===== src/hdl/lac_pkg.sv =====
// Package: types, codes and reset constants of the linear actuator controller.
`timescale 1ns / 1ps
`default_nettype none
package lac_pkg;

  localparam int unsigned CFG_W          = 24;
  localparam int unsigned CFG_IDX_W      = 3;
  localparam int unsigned OP_W           = 3;
  localparam int unsigned MODE_W         = 3;
  localparam int unsigned TIMER_BITS_DEF = 24;

  localparam logic [CFG_W-1:0] TIMEOUT_RST  = CFG_W'(3 * 1000);
  localparam logic [CFG_W-1:0] RUN_TIME_RST = CFG_W'(3 * 1000);

  typedef enum logic [OP_W-1:0] {
    OP_TICK    = 3'd0,
    OP_EXTEND  = 3'd1,
    OP_RETRACT = 3'd2,
    OP_STOP    = 3'd3,
    OP_RELAX   = 3'd4,
    OP_SYNC    = 3'd5
  } op_e;

  typedef enum logic [MODE_W-1:0] {
    MODE_RELAXED    = 3'd0,
    MODE_EXTENDING  = 3'd1,
    MODE_EXTENDED   = 3'd2,
    MODE_RETRACTING = 3'd3,
    MODE_RETRACTED  = 3'd4,
    MODE_TIMEDOUT   = 3'd5,
    MODE_STOPPED    = 3'd6
  } mode_e;

  typedef enum logic [CFG_IDX_W-1:0] {
    CFG_TIMEOUT  = 3'd0,
    CFG_RUN_TIME = 3'd1,
    CFG_NORM_OPEN = 3'd2,
    CFG_FEEDBACK = 3'd3,
    CFG_FLIP     = 3'd4
  } cfg_idx_e;

  typedef struct packed {
    logic [CFG_W-1:0] timeout_ticks;
    logic [CFG_W-1:0] run_time_ticks;
    logic             normally_open;
    logic             has_feedback;
    logic             flip_polarity;
  } cfg_t;

  typedef struct packed {
    mode_e mode;
    mode_e last_mode;
    logic  ext_flag;
    logic  ret_flag;
  } state_t;

  typedef struct packed {
    mode_e mode;
    logic  drive_a;
    logic  drive_b;
    logic  bridge_enable;
    logic  ext_led;
    logic  ret_led;
  } res_t;

endpackage
`default_nettype wire


===== src/hdl/lac_step.sv =====
// Next-state and result logic for one item of the linear actuator controller.
`timescale 1ns / 1ps
`default_nettype none
module lac_step #(
  parameter int unsigned TIMER_BITS = lac_pkg::TIMER_BITS_DEF
) (
  input  wire  logic [lac_pkg::OP_W-1:0] op_i,
  input  wire  logic                     ext_switch_raw_i,
  input  wire  logic                     ret_switch_raw_i,
  input  wire  lac_pkg::cfg_t            cfg_i,
  input  wire  lac_pkg::state_t          state_i,
  input  wire  logic [TIMER_BITS-1:0]    timer_i,
  output lac_pkg::state_t                state_o,
  output logic [TIMER_BITS-1:0]          timer_o,
  output lac_pkg::res_t                  res_o
);

  localparam int unsigned CMP_W = (TIMER_BITS > lac_pkg::CFG_W) ? TIMER_BITS : lac_pkg::CFG_W;

  logic                  ext_s;
  logic                  ret_s;
  logic                  moving;
  logic                  is_ext;
  logic                  reached;
  logic [TIMER_BITS-1:0] timer_nx;
  logic [CMP_W-1:0]      elapsed_x;
  logic [CMP_W-1:0]      timeout_x;
  logic [CMP_W-1:0]      run_x;

  assign ext_s     = ext_switch_raw_i != cfg_i.normally_open;
  assign ret_s     = ret_switch_raw_i != cfg_i.normally_open;
  assign moving    = (state_i.mode == lac_pkg::MODE_EXTENDING) ||
                     (state_i.mode == lac_pkg::MODE_RETRACTING);
  assign is_ext    = state_i.mode == lac_pkg::MODE_EXTENDING;
  assign timer_nx  = (state_i.mode != state_i.last_mode) ? '0 :
                     (timer_i != '1) ? timer_i + TIMER_BITS'(1) : timer_i;
  assign elapsed_x = CMP_W'(timer_nx);
  assign timeout_x = CMP_W'(cfg_i.timeout_ticks);
  assign run_x     = CMP_W'(cfg_i.run_time_ticks);
  assign reached   = cfg_i.has_feedback &&
                     (is_ext ? (ext_s && !ret_s) : (ret_s && !ext_s));

  always_comb begin
    state_o = state_i;
    timer_o = timer_i;
    unique case (lac_pkg::op_e'(op_i))
      lac_pkg::OP_TICK: begin
        state_o.ext_flag  = ext_s;
        state_o.ret_flag  = ret_s;
        state_o.last_mode = state_i.mode;
        if (moving) begin
          timer_o = timer_nx;
          if (cfg_i.has_feedback && (timeout_x != '0) && (elapsed_x >= timeout_x)) begin
            state_o.mode = lac_pkg::MODE_TIMEDOUT;
          end
          if (reached || (!cfg_i.has_feedback && (elapsed_x >= run_x))) begin
            state_o.mode = is_ext ? lac_pkg::MODE_EXTENDED : lac_pkg::MODE_RETRACTED;
          end
        end
      end
      lac_pkg::OP_EXTEND: begin
        if (!state_i.ext_flag) state_o.mode = lac_pkg::MODE_EXTENDING;
      end
      lac_pkg::OP_RETRACT: begin
        if (!state_i.ret_flag) state_o.mode = lac_pkg::MODE_RETRACTING;
      end
      lac_pkg::OP_STOP:  state_o.mode = lac_pkg::MODE_STOPPED;
      lac_pkg::OP_RELAX: state_o.mode = lac_pkg::MODE_RELAXED;
      lac_pkg::OP_SYNC: begin
        state_o.ext_flag = ext_s;
        state_o.ret_flag = ret_s;
        if (ext_s) begin
          state_o.mode = lac_pkg::MODE_EXTENDED;
        end else if (ret_s) begin
          state_o.mode = lac_pkg::MODE_RETRACTED;
        end else begin
          state_o.mode = lac_pkg::MODE_RELAXED;
        end
        state_o.last_mode = state_o.mode;
      end
      default: ;
    endcase
  end

  always_comb begin
    res_o.mode          = state_o.mode;
    res_o.drive_a       = 1'b0;
    res_o.drive_b       = 1'b0;
    res_o.bridge_enable = state_o.mode != lac_pkg::MODE_RELAXED;
    res_o.ext_led       = state_o.ext_flag;
    res_o.ret_led       = state_o.ret_flag;
    if (state_o.mode == lac_pkg::MODE_EXTENDING) begin
      res_o.drive_a = !cfg_i.flip_polarity;
      res_o.drive_b = cfg_i.flip_polarity;
    end else if (state_o.mode == lac_pkg::MODE_RETRACTING) begin
      res_o.drive_a = cfg_i.flip_polarity;
      res_o.drive_b = !cfg_i.flip_polarity;
    end
  end

endmodule
`default_nettype wire


===== src/hdl/linear_actuator_controller.sv =====
// Top level: linear actuator controller with config registers and result register.
// Latency: a result is valid in the cycle after its item is accepted.
// Throughput: one item per cycle while out_ready_i is high; the result register drains while the next item enters.
// The state update and result are one combinational pass from state to result register.
// Reset: mode relaxed, timer and switch flags cleared, result register empty,
// config registers at timeout 3000, run time 3000, normally open, feedback on, no flip.
`timescale 1ns / 1ps
`default_nettype none
module linear_actuator_controller #(
  parameter int unsigned TIMER_BITS = lac_pkg::TIMER_BITS_DEF
) (
  input  wire  logic                          clk_i,
  input  wire  logic                          rst_ni,
  input  wire  logic                          in_valid_i,
  output logic                                in_ready_o,
  input  wire  logic [lac_pkg::OP_W-1:0]      op_i,
  input  wire  logic                          ext_switch_raw_i,
  input  wire  logic                          ret_switch_raw_i,
  output logic                                out_valid_o,
  input  wire  logic                          out_ready_i,
  output logic [lac_pkg::MODE_W-1:0]          mode_o,
  output logic                                drive_a_o,
  output logic                                drive_b_o,
  output logic                                bridge_enable_o,
  output logic                                ext_led_o,
  output logic                                ret_led_o,
  input  wire  logic                          cfg_we_i,
  input  wire  logic [lac_pkg::CFG_IDX_W-1:0] cfg_idx_i,
  input  wire  logic [lac_pkg::CFG_W-1:0]     cfg_data_i
);

  lac_pkg::cfg_t         cfg_q;
  lac_pkg::state_t       state_q;
  lac_pkg::state_t       state_d;
  logic [TIMER_BITS-1:0] timer_q;
  logic [TIMER_BITS-1:0] timer_d;
  lac_pkg::res_t         res_q;
  lac_pkg::res_t         res_d;
  logic                  out_valid_q;
  logic                  accept;

  assign in_ready_o = !out_valid_q || out_ready_i;
  assign accept     = in_valid_i && in_ready_o;

  lac_step #(
    .TIMER_BITS(TIMER_BITS)
  ) u_step (
    .op_i            (op_i),
    .ext_switch_raw_i(ext_switch_raw_i),
    .ret_switch_raw_i(ret_switch_raw_i),
    .cfg_i           (cfg_q),
    .state_i         (state_q),
    .timer_i         (timer_q),
    .state_o         (state_d),
    .timer_o         (timer_d),
    .res_o           (res_d)
  );

  always_ff @(posedge clk_i or negedge rst_ni) begin
    if (!rst_ni) begin
      cfg_q.timeout_ticks  <= lac_pkg::TIMEOUT_RST;
      cfg_q.run_time_ticks <= lac_pkg::RUN_TIME_RST;
      cfg_q.normally_open  <= 1'b1;
      cfg_q.has_feedback   <= 1'b1;
      cfg_q.flip_polarity  <= 1'b0;
    end else if (cfg_we_i) begin
      unique case (lac_pkg::cfg_idx_e'(cfg_idx_i))
        lac_pkg::CFG_TIMEOUT:   cfg_q.timeout_ticks  <= cfg_data_i;
        lac_pkg::CFG_RUN_TIME:  cfg_q.run_time_ticks <= cfg_data_i;
        lac_pkg::CFG_NORM_OPEN: cfg_q.normally_open  <= cfg_data_i[0];
        lac_pkg::CFG_FEEDBACK:  cfg_q.has_feedback   <= cfg_data_i[0];
        lac_pkg::CFG_FLIP:      cfg_q.flip_polarity  <= cfg_data_i[0];
        default: ;
      endcase
    end
  end

  always_ff @(posedge clk_i or negedge rst_ni) begin
    if (!rst_ni) begin
      state_q.mode      <= lac_pkg::MODE_RELAXED;
      state_q.last_mode <= lac_pkg::MODE_RELAXED;
      state_q.ext_flag  <= 1'b0;
      state_q.ret_flag  <= 1'b0;
      timer_q           <= '0;
      out_valid_q       <= 1'b0;
    end else begin
      if (accept) begin
        state_q     <= state_d;
        timer_q     <= timer_d;
        out_valid_q <= 1'b1;
      end else if (out_ready_i) begin
        out_valid_q <= 1'b0;
      end
    end
  end

  // hold the result until taken
  always_ff @(posedge clk_i) begin
    if (accept) begin
      res_q <= res_d;
    end
  end

  assign out_valid_o     = out_valid_q;
  assign mode_o          = res_q.mode;
  assign drive_a_o       = res_q.drive_a;
  assign drive_b_o       = res_q.drive_b;
  assign bridge_enable_o = res_q.bridge_enable;
  assign ext_led_o       = res_q.ext_led;
  assign ret_led_o       = res_q.ret_led;

`ifndef SYNTH
  a_accept_gives_result: assert property (@(posedge clk_i) disable iff (!rst_ni)
    accept |=> out_valid_o)
    else $error("accepted item produced no result");

  a_enable_vs_mode: assert property (@(posedge clk_i) disable iff (!rst_ni)
    out_valid_o |-> (bridge_enable_o == (mode_o != lac_pkg::MODE_RELAXED)))
    else $error("bridge enable disagrees with mode");

  a_drive_moving: assert property (@(posedge clk_i) disable iff (!rst_ni)
    out_valid_o && ((mode_o == lac_pkg::MODE_EXTENDING) ||
                    (mode_o == lac_pkg::MODE_RETRACTING)) |-> (drive_a_o != drive_b_o))
    else $error("drive lines not complementary while moving");

  a_drive_idle: assert property (@(posedge clk_i) disable iff (!rst_ni)
    out_valid_o && (mode_o != lac_pkg::MODE_EXTENDING) &&
    (mode_o != lac_pkg::MODE_RETRACTING) |-> (!drive_a_o && !drive_b_o))
    else $error("drive active outside a move");

  a_timer_restart: assert property (@(posedge clk_i) disable iff (!rst_ni)
    accept && (op_i == lac_pkg::OP_TICK) && (state_q.mode != state_q.last_mode) &&
    ((state_q.mode == lac_pkg::MODE_EXTENDING) ||
     (state_q.mode == lac_pkg::MODE_RETRACTING)) |=> (timer_q == '0))
    else $error("move timer not restarted on new move");
`endif

endmodule
`default_nettype wire


===== config.mk =====
export PLATFORM = sky130hd
export DESIGN_NAME = linear_actuator_controller
export DESIGN_NICKNAME = d
export VERILOG_FILES = /design/src/hdl/lac_pkg.sv /design/src/hdl/lac_step.sv /design/src/hdl/linear_actuator_controller.sv
export SDC_FILE = /design/constraint.sdc
export NUM_CORES = 1
export LEC_CHECK = 0
export ABC_CLOCK_PERIOD_IN_PS = 11150
export BUFFER_PORTS_ARGS = -buffer_cell sky130_fd_sc_hd__buf_2
export CORE_MARGIN = 2
export CORE_UTILIZATION = 50
export CTS_CLUSTER_SIZE = 20
export DETAILED_ROUTE_END_ITERATION = 10
export PLACE_DENSITY_LB_ADDON = 0.08
export SLEW_MARGIN = 25
export SYNTH_ARGS = -nofsm -noshare
export SYNTH_HDL_FRONTEND = slang
export SYNTH_SLANG_ARGS = --single-unit
export TNS_END_PERCENT = 1

===== constraint.sdc =====
create_clock -name clk_i -period 11.15 [get_ports clk_i]
set_clock_uncertainty 0.05 [all_clocks]
set_input_delay 2.23 -clock clk_i [delete_from_list [all_inputs] [get_ports clk_i]]
set_output_delay 2.23 -clock clk_i [all_outputs]
set_load 0.05 [all_outputs]

# Word-level counts from Yosys, hierarchy flattened
# Index checks and enable logic that the tools add are counted.
# word_totals
reg_bits	92
inputBits	37
word_cells	82
# classes
add_sub_neg	1
magnitude_cmp	2
eq_ne	17
n_mux	17
n_reduce_logical	28
# ops
op	count
$ge 24x24->1	2
$mux 24	2
$add 24x1->24 const B	1
$mux 3	8
$ne 24x24->1 const B	1
$reduce_bool 24->1	1
$eq 3x2->1 const B	6
$pmux 3 s6	1
$eq 3x1->1 const B	4
$reduce_and 2->1	6
$pmux 5 s2	1
$eq 3x3->1 const B	3
$logic_and 1x1->1	7
$logic_not 3->1	2
$logic_not 1->1	5
$mux 2	2
$reduce_bool 2->1	2
$logic_or 1x1->1	3
$mux 1	3
$ne 3x3->1	1
$reduce_and 3->1	1
$reduce_bool 3->1	1
$ne 1x1->1	2

# Depth between registers and ports, before layout
# logic_depth
word_depth	12
depth_mapped	17

# Modules after synthesis
# Synthesis repeated with hierarchy kept, for this count alone.
# unflattened
cells_unflattened	650
area_unflattened_um2	6508.7
# by_module_without_submodules
module	instances	cells_per_inst	area_per_inst_um2	seq_area_each_um2
linear_actuator_controller	1	193	3443.3	2362.3
lac_step	1	457	3065.4	0.0

# Worst setup path before layout
# Ideal clock, no wire load.
# synth_timing
kind	input to output
start	input out_ready_i
end	output in_ready_o
arrival_ns	2.668
path_slack_ns	6.202
stages	1
path_buffers	0
path_cell_list	nand2b_1
# synth_via
elab_chain_cells	1
# synth_rtl
element	line_no	source
from (decl)	linear_actuator_controller.sv:20	input wire logic out_ready_i,
$logic_or 1x1->1	linear_actuator_controller.sv:42	assign in_ready_o = !out_valid_q || out_ready_i;
to (decl)	linear_actuator_controller.sv:15	output logic in_ready_o,
# No other way between the ends.

# Final worst setup path
# Same ends and word-level chain as after synthesis.

==> impl_metrics.csv <==
group,metric,value,unit
run_status,status,"finished, final reports clean",
clock_network,clk_pin_slew,60,ps
synth,async_flop_share,0.9130,
clock_network,holdBufCountCts,0,
sta,maxSlewHeadroom,0.4685,
sta,fmax,200.8,MHz
power_and_ir_drop,power_density,161.2,nW/µm²
power_and_ir_drop,power.leakage,2.903,nW
routing,drtAntennaViolNets,0,
placed_design,gp_congestion,0.8803,
clock_network,clock-root-buffer,"clkbuf_16",
die,die_h,111.9,µm
final_layout,syn2layout_area_growth,11.22,%
die,core_area,11370,µm²
job,maxCapViolCount,0,
global_route,grt_max_degree,56,
global_route,grt_pass1_wl,23420,µm
hold_path,hold_class,"reg2reg",
routing,dr_total_vias,4753,
clock_network,cts_resized,0,
final_layout,stdcell_area,6475,µm²
power_and_ir_drop,switching_power,340.5,µW
sta,worst_pin_slew,794.3,ps
synth,ys_ff_latch,92,
final_layout,multi_input_area,3156,µm²
setup_path,cp_slowest_stage_delay,220,ps
power_and_ir_drop,p_sw_frac,0.3262,
final_layout,finalNetCount,787,
placed_design,hpwl,10480,µm
global_route,grt_pass1_vias,4688,
sta,final_hold_viol_count,0,
synth,ys_types,64,
setup_path,cp.required,8870,ps
synth,postSynthCellCount,666,
setup_path,path_common_cell,"buf_2",
sta,post-route-min-period,4979,ps
power_and_ir_drop,p_int,703.3,µW
power_and_ir_drop,peakVddDrop,0.0001085,V
clock_network,cts.sinks,92,
synth,yosys_warnings,0,
die,die_area,12520,µm²
global_route,track_usage,0.2382,
synth,syn_nets,752,
synth,yosys_most_used_dff,"dfrtp_1",
synth,syn_area,5822,µm²
power_and_ir_drop,clkPwrFrac,0.313,
routing,route.detailed.drc,0,
setup_path,worstSetupEndpointType,"output pin",
final_layout,finalNonFillerCells,849,
routing,drt_pre_antenna_iters,5,
sta,setup_viol,0,
setup_path,cp_data_arrival_time,2700,ps
placed_design,dpl-instance-area,6170,µm²
placed_design,dp_cells,833,
final_layout,register_area,2362,µm²
clock_network,cts_tree,"done",
sta,tns,0,ps
clock_network,ctsLongestPathBuffers,2,
sta,rsz0062_at_grt,"false",
global_route,gr-total-overflow,0,
setup_path,worstSetupPathType,"in2out",
routing,viasPerCell,5.598,
die,io_pins,47,
die,die_x,111.9,µm
final_layout,finish.utilization,0.5695,
routing,wire_per_inst,16.61,µm
routing,routed_wl,14100,µm
final_layout,drive_gt1_frac,0.1487,
power_and_ir_drop,p_seq_frac,0.420,
sta,maxSlewViolCount,0,
clock_network,worstSkewPairLatency,360,ps
final_layout,diodes,0,
clock_network,cts_buffers,9,
setup_path,worst_path_max_delay_cell,"buf_2",
sta,post-route-period-util,0.4466,
clock_network,htreeDepth,3,
synth,synth-seq-area-share,0.4058,
routing,first_iter_violations,235,
synth,synth-edff-count,8,
setup_path,crit_chain,"buf_2, nand2b_1, buf_2",
synth,avgSynthCellArea,8.741,µm²
setup_path,critPathMaxFanout,3,
die,rows,39,
die,start_util,0.5121,
setup_path,cp-start-kind,"input port",
power_and_ir_drop,comb_power_share,0.267,
placed_design,portBuffers,46,
final_layout,n_fill_cell,1033,
global_route,grt_antenna_before_repair,0,
clock_network,postCtsSetupBuffers,0,
==> metrics by stage <==
step	total power, mW	hold slack, ps	setup WS (ps)
after floorplan	0.6451	420.4	6202
after global placement	0.7126	446.2	6175
after detailed placement	0.7234	448.2	6168
after CTS	1.054	466.4	6168
after global routing	1.113	483.0	6138
final	1.044	460.9	6171
==> registers in the layout, summed over array words and instances (netlist names) <==
name,flops
bridge_enable_o,1
cfg_q,51
drive_a_o,1
drive_b_o,1
ext_led_o,1
mode_o,3
out_valid_o,1
ret_led_o,1
state_q,8
timer_q,24
==> metal layers <==
layer	track usage	vias to the layer above	wire [µm]	part of all wire
met5	0	-	0	0
met4	0.1111	0	438	0.031
met3	0.03430	28	356	0.025
met2	0.3935	84	6822	0.48
met1	0.3100	2258	6482	0.46
li1	-	2383	-	-
==> worst max-delay path, delay by kind of cell <==
kind                   cells  cell delay (ps)
buffers and inverters      2              310
AND/OR/NAND/NOR            1              160
==> power groups by stage <==
| stage | registers [mW] | clock network, mW | logic [mW] |
|---|---|---|---|
| global placement | 0.443 | 0 | 0.270 |
| detailed placement | 0.445 | 0 | 0.279 |
| floorplan | 0.443 | 0 | 0.202 |
| CTS | 0.439 | 0.333 | 0.282 |
| global route | 0.446 | 0.347 | 0.320 |
| finish | 0.438 | 0.327 | 0.279 |
==> synth_stat cells, types with 7 or more instances <==
master    count  share of area
edfxtp_1      8          0.041
a21oi_1      32          0.028
xnor2_1      17          0.026
o31ai_1      11          0.014
mux2_2        8          0.015
ha_1         49           0.11
dfrtp_1      68           0.29
clkbuf_1     20          0.013
dfstp_2      16          0.072
nor2_1       52          0.034
nand2b_1      9         0.0097
nor4_1        7         0.0075
xor2_1       11          0.017
nand2_1     100          0.064
o21ai_0      94          0.081
and3_1        7         0.0075
inv_1        54          0.035
nand4_1       9         0.0097
==> final cells by class <==
type / count / share of cell area
clock buffers: 13 / 0.03710
clock inverters: 3 / 0.01005
inverters: 54 / 0.03130
multi-input cells: 493 / 0.4873
flip-flops and latches: 92 / 0.3648
well taps: 143 / 0.02763
repair buffers: 51 / 0.04174
==> final timing paths <==
kind	from	to	slack [ps]	cells after the start
setup / recovery	out_ready_i	in_ready_o	6170	3
hold / removal	state_q[2]	state_q[2]	460	2
setup reg to reg	timer_q[9]	drive_a_o	6470	16
hold reg to reg	state_q[2]	state_q[2]	460	2
max in group asynchronous	rst_ni	timer_q[6]	8220	2
min in group asynchronous	rst_ni	cfg_q[21]	1750	1
==> cell usage in the layout (no fill, tap or decap), types with 3 or more instances in the layout <==
master     synthesis  routed
nor2b_1            6       6
and2_1             6       6
nand2b_1           9       9
nor3_1             6       6
and3_1             7       7
nand2_1          100     100
o31ai_1           11      11
o21ai_0           94      94
ha_1              49      49
and4_1             6       6
edfxtp_1           8       8
dfstp_2           16      16
clkbuf_16          0       9
nor4_1             7       7
clkbuf_1          20       4
buf_4              1       6
nand3_1            6       6
a31oi_1            3       3
a211oi_1           4       4
mux2_2             8       8
buf_2              1      45
dfrtp_1           68      68
nor2_1            52      52
a21o_1             4       4
a21oi_1           32      32
or2_2              3       3
xnor2_1           17      17
nor3b_1            3       3
xor2_1            11      11
nand4_1            9       9
inv_1             54      54
==> logic make-up (layout without fill, tap and decap cells) <==
family	count (synthesis)	count (layout)	share of synthesized area
buf+inv	81	121	0.05588
compound gates	168	168	0.1715
flops	92	92	0.4058
xor+xnor	28	28	0.04212
simple gates	239	239	0.2022
mux	9	9	0.01719
fa+ha+maj	49	49	0.1053
Note: power is estimated with default switching activity, not from simulation.
